File: src/hdl/tcf_pkg.sv
// Package: texture cache constants, operation codes and the chain packet type.
package tcf_pkg;

	// Cache geometry
	localparam int ENTRIES = 16;
	localparam int IDX_W   = (ENTRIES > 1) ? $clog2(ENTRIES) : 1;

	// Field widths
	localparam int OP_W     = 2;
	localparam int KEY_W    = 64;
	localparam int CLUT_W   = 22;
	localparam int ADDR_W   = 32;
	localparam int HANDLE_W = 32;

	// Operation codes
	localparam logic [OP_W-1:0] OP_SEARCH = 2'd0;
	localparam logic [OP_W-1:0] OP_INSERT = 2'd1;
	localparam logic [OP_W-1:0] OP_INVAL  = 2'd2;
	localparam logic [OP_W-1:0] OP_FLUSH  = 2'd3;

	// Command plus running result, handed from cell to cell
	typedef struct packed {
		logic                vld;
		logic [OP_W-1:0]     op;
		logic [KEY_W-1:0]    key;
		logic [CLUT_W-1:0]   clut;
		logic                mode2;
		logic [ADDR_W-1:0]   start;
		logic [ADDR_W-1:0]   range_end;
		logic [HANDLE_W-1:0] handle;
		logic [IDX_W-1:0]    victim;
		logic                hit;
		logic [HANDLE_W-1:0] found;
	} pkt_t;

endpackage

File: src/hdl/tcf_cell.sv
// One cache entry: applies the passing command to its entry, forwards the packet.
module tcf_cell (
	input  logic                       clk,
	input  logic                       arst_n,
	input  logic                       adv,
	input  logic [tcf_pkg::IDX_W-1:0]  idx,
	input  tcf_pkg::pkt_t              pkt_in,
	output tcf_pkg::pkt_t              pkt_out
);

	logic [tcf_pkg::KEY_W-1:0]    key_q;
	logic [tcf_pkg::CLUT_W-1:0]   clut_q;
	logic                         mode2_q;
	logic [tcf_pkg::ADDR_W-1:0]   start_q;
	logic [tcf_pkg::ADDR_W-1:0]   end_q;
	logic [tcf_pkg::HANDLE_W-1:0] handle_q;
	tcf_pkg::pkt_t                pkt_q;
	tcf_pkg::pkt_t                pkt_nxt;

	logic entry_vld;
	logic key_match;
	logic start_in;
	logic end_in;
	logic wr_sel;
	logic clr;

	// Entry compare logic
	assign entry_vld = (handle_q != '0);
	assign key_match = entry_vld && (key_q == pkt_in.key) &&
		(!mode2_q || (clut_q == pkt_in.clut));
	assign start_in  = (pkt_in.start >= start_q) && (pkt_in.start < end_q);
	assign end_in    = (pkt_in.range_end >= start_q) && (pkt_in.range_end < end_q);
	assign wr_sel    = pkt_in.vld && (pkt_in.op == tcf_pkg::OP_INSERT) &&
		(pkt_in.victim == idx);

	// Handle clear for invalidate and flush
	always_comb begin
		clr = 1'b0;
		if (pkt_in.vld) begin
			case (pkt_in.op)
				tcf_pkg::OP_INVAL: clr = entry_vld && (start_in || end_in);
				tcf_pkg::OP_FLUSH: clr = 1'b1;
				default:           clr = 1'b0;
			endcase
		end
	end

	// First match along the chain wins
	always_comb begin
		pkt_nxt = pkt_in;
		if (pkt_in.vld && (pkt_in.op == tcf_pkg::OP_SEARCH) && !pkt_in.hit && key_match) begin
			pkt_nxt.hit   = 1'b1;
			pkt_nxt.found = handle_q;
		end
	end

	// Control state: handle (validity) and packet register
	always_ff @(posedge clk or negedge arst_n) begin
		if (!arst_n) begin
			handle_q <= '0;
			pkt_q    <= '0;
		end else if (adv) begin
			pkt_q <= pkt_nxt;
			if (wr_sel) begin
				handle_q <= pkt_in.handle;
			end else if (clr) begin
				handle_q <= '0;
			end
		end
	end

	// Entry payload
	always_ff @(posedge clk) begin
		if (adv && wr_sel) begin
			key_q   <= pkt_in.key;
			clut_q  <= pkt_in.clut;
			mode2_q <= pkt_in.mode2;
			start_q <= pkt_in.start;
			end_q   <= pkt_in.range_end;
		end
	end

	assign pkt_out = pkt_q;

endmodule

File: config.mk
export PLATFORM = sky130hd
export DESIGN_NAME = tcf_cell
export DESIGN_NICKNAME = d
export VERILOG_FILES = /design/src/hdl/tcf_pkg.sv /design/src/hdl/tcf_cell.sv
export SDC_FILE = /design/constraint.sdc
export NUM_CORES = 1
export LEC_CHECK = 0
export ABC_AREA = 1
export ABC_CLOCK_PERIOD_IN_PS = 1710
export BUFFER_PORTS_ARGS = -buffer_cell sky130_fd_sc_hd__buf_2
export CORE_MARGIN = 10
export CORE_UTILIZATION = 40
export CTS_CLUSTER_SIZE = 30
export DETAILED_ROUTE_END_ITERATION = 10
export HOLD_SLACK_MARGIN = 0.1
export PLACE_DENSITY_LB_ADDON = 0.12
export REMOVE_ABC_BUFFERS = 1
export SYNTH_ARGS = -nofsm -noshare
export SYNTH_HDL_FRONTEND = slang
export SYNTH_SLANG_ARGS = --single-unit
File: constraint.sdc
create_clock -name clk -period 1.71 [get_ports clk]
set_input_delay 0.171 -clock clk [delete_from_list [all_inputs] [get_ports clk]]
set_output_delay 0.171 -clock clk [all_outputs]
set_load 0.01 [all_outputs]
==> results.tsv <==
stage	metric	value	unit
timing	final hold violations	0	
timing	RSZ-0062 raised after global routing	true	
logic_synthesis	Syn Inst Count	2099	
cts	TritonCTS clock tree	built	
layout	share of cells above drive strength 1	0.318	
logic_synthesis	cell taking the most area after synthesis	dfrtp_1	
logic_synthesis	post-synth top area share	0.331	
critical_path	kind of critical path	register to register	
timing	fmax	0.453	GHz
cts	Inserted Clock Buffers	46	
critical_path	setup slack, reg-to-reg	-0.50	ns
layout	Area Overhead vs Synth	50.0	%
layout	total area of sequential cells	0.0109	mm²
drt	vias	17647	
global_routing	vias in the first global route	18256	
timing	Worst-Margin Slew	0.867	ns
logic_synthesis	Yosys warning count	0	
drt	drt drc	0	
logic_synthesis	ys async rst share	0.628	
logic_synthesis	Cell Area, Synth	0.0193	mm²
critical_path	Crit. End Element	register	
global_routing	first-pass GRT wire length	104000	µm
layout	end-of-flow core utilization	0.606	
run_status	failing checks	setup timing	
drt	Avg WL per Cell	18.6	µm
drt	DRT Wirelength	67600	µm
cts	clock-pin slew on the worst setup and hold paths	0.06	ns
placement	DP Cell Count	3300	
cts	H-tree depth	2	
pwr	Static Leak	14.6	nW
drt	ANT nets after route	0	
layout	Total Nets Final	3327	
cts	Clock Latency Late Sink	0.59	ns
critical_path	crit path DAT	2.67	ns
cts	Sink Count	406	
floorplanning	Initial Utilization	0.404	
critical_path	crit path max fanout	8	
cts	CTS root buffer	clkbuf_16	
floorplanning	Die H	240	µm
logic_synthesis	synth top area cells	dfrtp_1, edfxtp_1, nand2_1, ha_1, inv_1	
logic_synthesis	flop and latch count out of synthesis	406	
logic_synthesis	syn avg cell area	9.19	µm²
floorplanning	top-level I/O count	453	
placement	I/O Buffers	452	
min_path	HP Class	input pin to async pin	
timing	count of final setup violators	65	
floorplanning	chip width	240	µm
critical_path	Worst EP required	2.18	ns
timing	Clock Skew	0.0238	ns
critical_path	reg2reg end	handle_q[20]	
timing	Final Cycle Share	1.29	
timing	min cycle time layout	2.21	ns
critical_path	R2R depth	18	
placement	Routability Congestion	0.868	
critical_path	crit-path max cell delay	0.36	ns
timing	hold_ws	0.116	ns
critical_path	worst reg2reg startpoint	start_q[5]	
global_routing	pin count of the biggest net entering global routing	139	
critical_path	worst path bufs/invs	2	
critical_path	critical path cell sequence	inv_2 -> ha_1 -> nand2_1 -> nor2_4 -> nand2_2 -> nor2_2 -> nor2_2 -> nand2_1 -> nand2_1 -> nand2_1 -> nand3_2 -> nand2_2 -> nand2_2 -> nand2_2 -> nand2_4 -> clkbuf_16 -> nand3_1 -> nand2_1	
logic_synthesis	Synth cell types	38	
layout	Finished Layout Cells	3636	
critical_path	crit path launch type	register	
floorplanning	Rows	80	
run_status	status	finished, violations left	
placement	HPWL after DPL	46100	µm
job	Max-cap violations	0	
critical_path	CP startpoint	start_q[5]	
floorplanning	Core Footprint	0.0477	mm²
drt	Initial DRC Count	965	
global_routing	gr usage total	0.231	
global_routing	initial antenna violation count	14	
global_routing	total global routing overflow	0	
critical_path	Top cell by count, worst path	nand2_1	
critical_path	CP delay by family, top	simple AND/OR/NAND/NOR gates	
layout	Multi-input gate area	0.00833	mm²
pwr	pwr/cell area	854	mW/mm²
logic_synthesis	Seq/Total Area, Yosys	0.566	
timing	relative slew slack	0.422	
logic_synthesis	number of flops mapped to enable cells by yosys	151	
critical_path	slowest stage cell, crit path	edfxtp_1	
timing	final worst slack	-0.498	ns
layout	Fillers	4132	
floorplanning	DIE AREA	0.0574	mm²
logic_synthesis	prevailing post-synth register cell	dfrtp_1	
cts	Longest Clk Path Bufs	3	
drt	Pre-Repair DR Iteration Count	4	
drt	vias per cell	4.85	
pwr	Peak VDD IR	0.000661	V
timing	Final Slew Violations	0	
metal layers:
layer  track usage  vias up  routed length (µm)
li1              -     8547                   -
met1         0.287     8423               28000
met2         0.385      517               32600
met3        0.0557      148                4660
met4        0.0810       12                2330
met5             0        -                  57
stage by stage:
step | total power, mW | setup TNS (ns) | worst slack, ns | area (µm²)
floorplan | 12.4 | -2093.35 | -10.24 | 19000
global placement | 14.3 | -32.95 | -0.702 | 23900
detailed placement | 14.4 | -33.81 | -0.699 | 23900
CTS | 24.9 | -32.41 | -0.545 | 28500
global route | 25.8 | -36.95 | -0.630 | 28900
finish | 24.7 | -26.61 | -0.498 | 28900
registers in the layout, indices dropped and copies added, names as in the netlist:
name / cells
clut_q: 22
end_q: 32
handle_q: 32
key_q: 64
mode2_q: 1
pkt_out: 223
start_q: 32
repair_timing:
action / CTS / global route
gates cloned: 7 / 1
gates resized for setup: 142 / 102
hold buffers: 225 / 0
hold endpoints to repair: 660 / 0
buffers inserted: 10 / 1
pin swaps: 49 / 54
setup endpoints to repair: 65 / 82
cell families after synthesis:
group	Yosys count	share of synthesized area
fa+ha+maj	126	0.0818
xor+xnor	57	0.0259
simple gates	1131	0.241
buf+inv	273	0.0552
flops	406	0.566
compound gates	106	0.0299
worst max-delay path by stage:
stage,endpoint,slack [ns],depth (start not counted)
4_1_cts,handle_q[3],-0.55,18
5_1_grt,handle_q[8],-0.63,17
2_1_floorplan,clut_q[0],-10.24,2
3_3_place_gp,handle_q[13],-0.70,18
3_5_place_dp,handle_q[31],-0.70,18
6_report,handle_q[20],-0.50,18
cells in the mapped netlist (4+ instances only):
cell and instances:
clkbuf_1 58, dfrtp_1 255, nand3_1 114, xor2_1 16, nor4_1 10, buf_1 5, nand4_1 46, nor3_1 12
o21ai_0 31, a21oi_1 58, nand2_1 851, or2_2 18, nor2_1 70, edfxtp_1 151, o21a_1 4, inv_1 198
xnor2_1 41, buf_2 5, ha_1 126
where the power goes:
part	switching, mW	internal (mW)
clock	4.10	5.77
sequential	0.305	10.6
combinational	2.11	1.77
placed cells by master, fill, tap and decap left out, types with 5 or more instances in the layout:
cell           instances
buf_6                  5
inv_2                 20
nor4_1                 6
nand3_1               60
ha_1                 104
nor2_1                55
nand3_2               53
xor2_1                16
nor3_1                 9
nand2_2               27
xnor2_1               39
a21oi_2               15
nand2_4               24
o21ai_0               27
buf_12                28
diode_2               12
or2_2                 18
clkbuf_16             47
nand2_1              800
a21oi_1               43
nor2_4                 7
inv_1                178
buf_4                185
dfrtp_1              255
clkinv_1               5
dlygate4sd3_1        225
clkinv_2               9
nor2_2                 9
buf_2                450
edfxtp_1             151
ha_4                  22
clkbuf_1              12
clkbuf_8               9
nand4_1               46
worst reg2reg max path, cell delays in order (launching register included):
cell and delay [ns]:
edfxtp_1 0.36, inv_2 0.05, ha_1 0.28, nand2_1 0.10, nor2_4 0.16, nand2_2 0.09
nor2_2 0.11, nor2_2 0.05, nand2_1 0.07, nand2_1 0.05, nand2_1 0.06, nand3_2 0.06
nand2_2 0.09, nand2_2 0.05, nand2_2 0.07, nand2_4 0.10, clkbuf_16 0.22, nand3_1 0.07
nand2_1 0.05
area by class of cell:
type,instances,share of cell area
Multi-Input combinational cell,1420,0.288
Inverter,199,0.0261
Antenna cell,12,0.00104
Sequential cell,406,0.378
Timing Repair Buffer,898,0.229
Tap cell,615,0.0266
Clock inverter,20,0.00649
Clock buffer,66,0.0452
No activity file was read; power rests on OpenSTA's default activity.
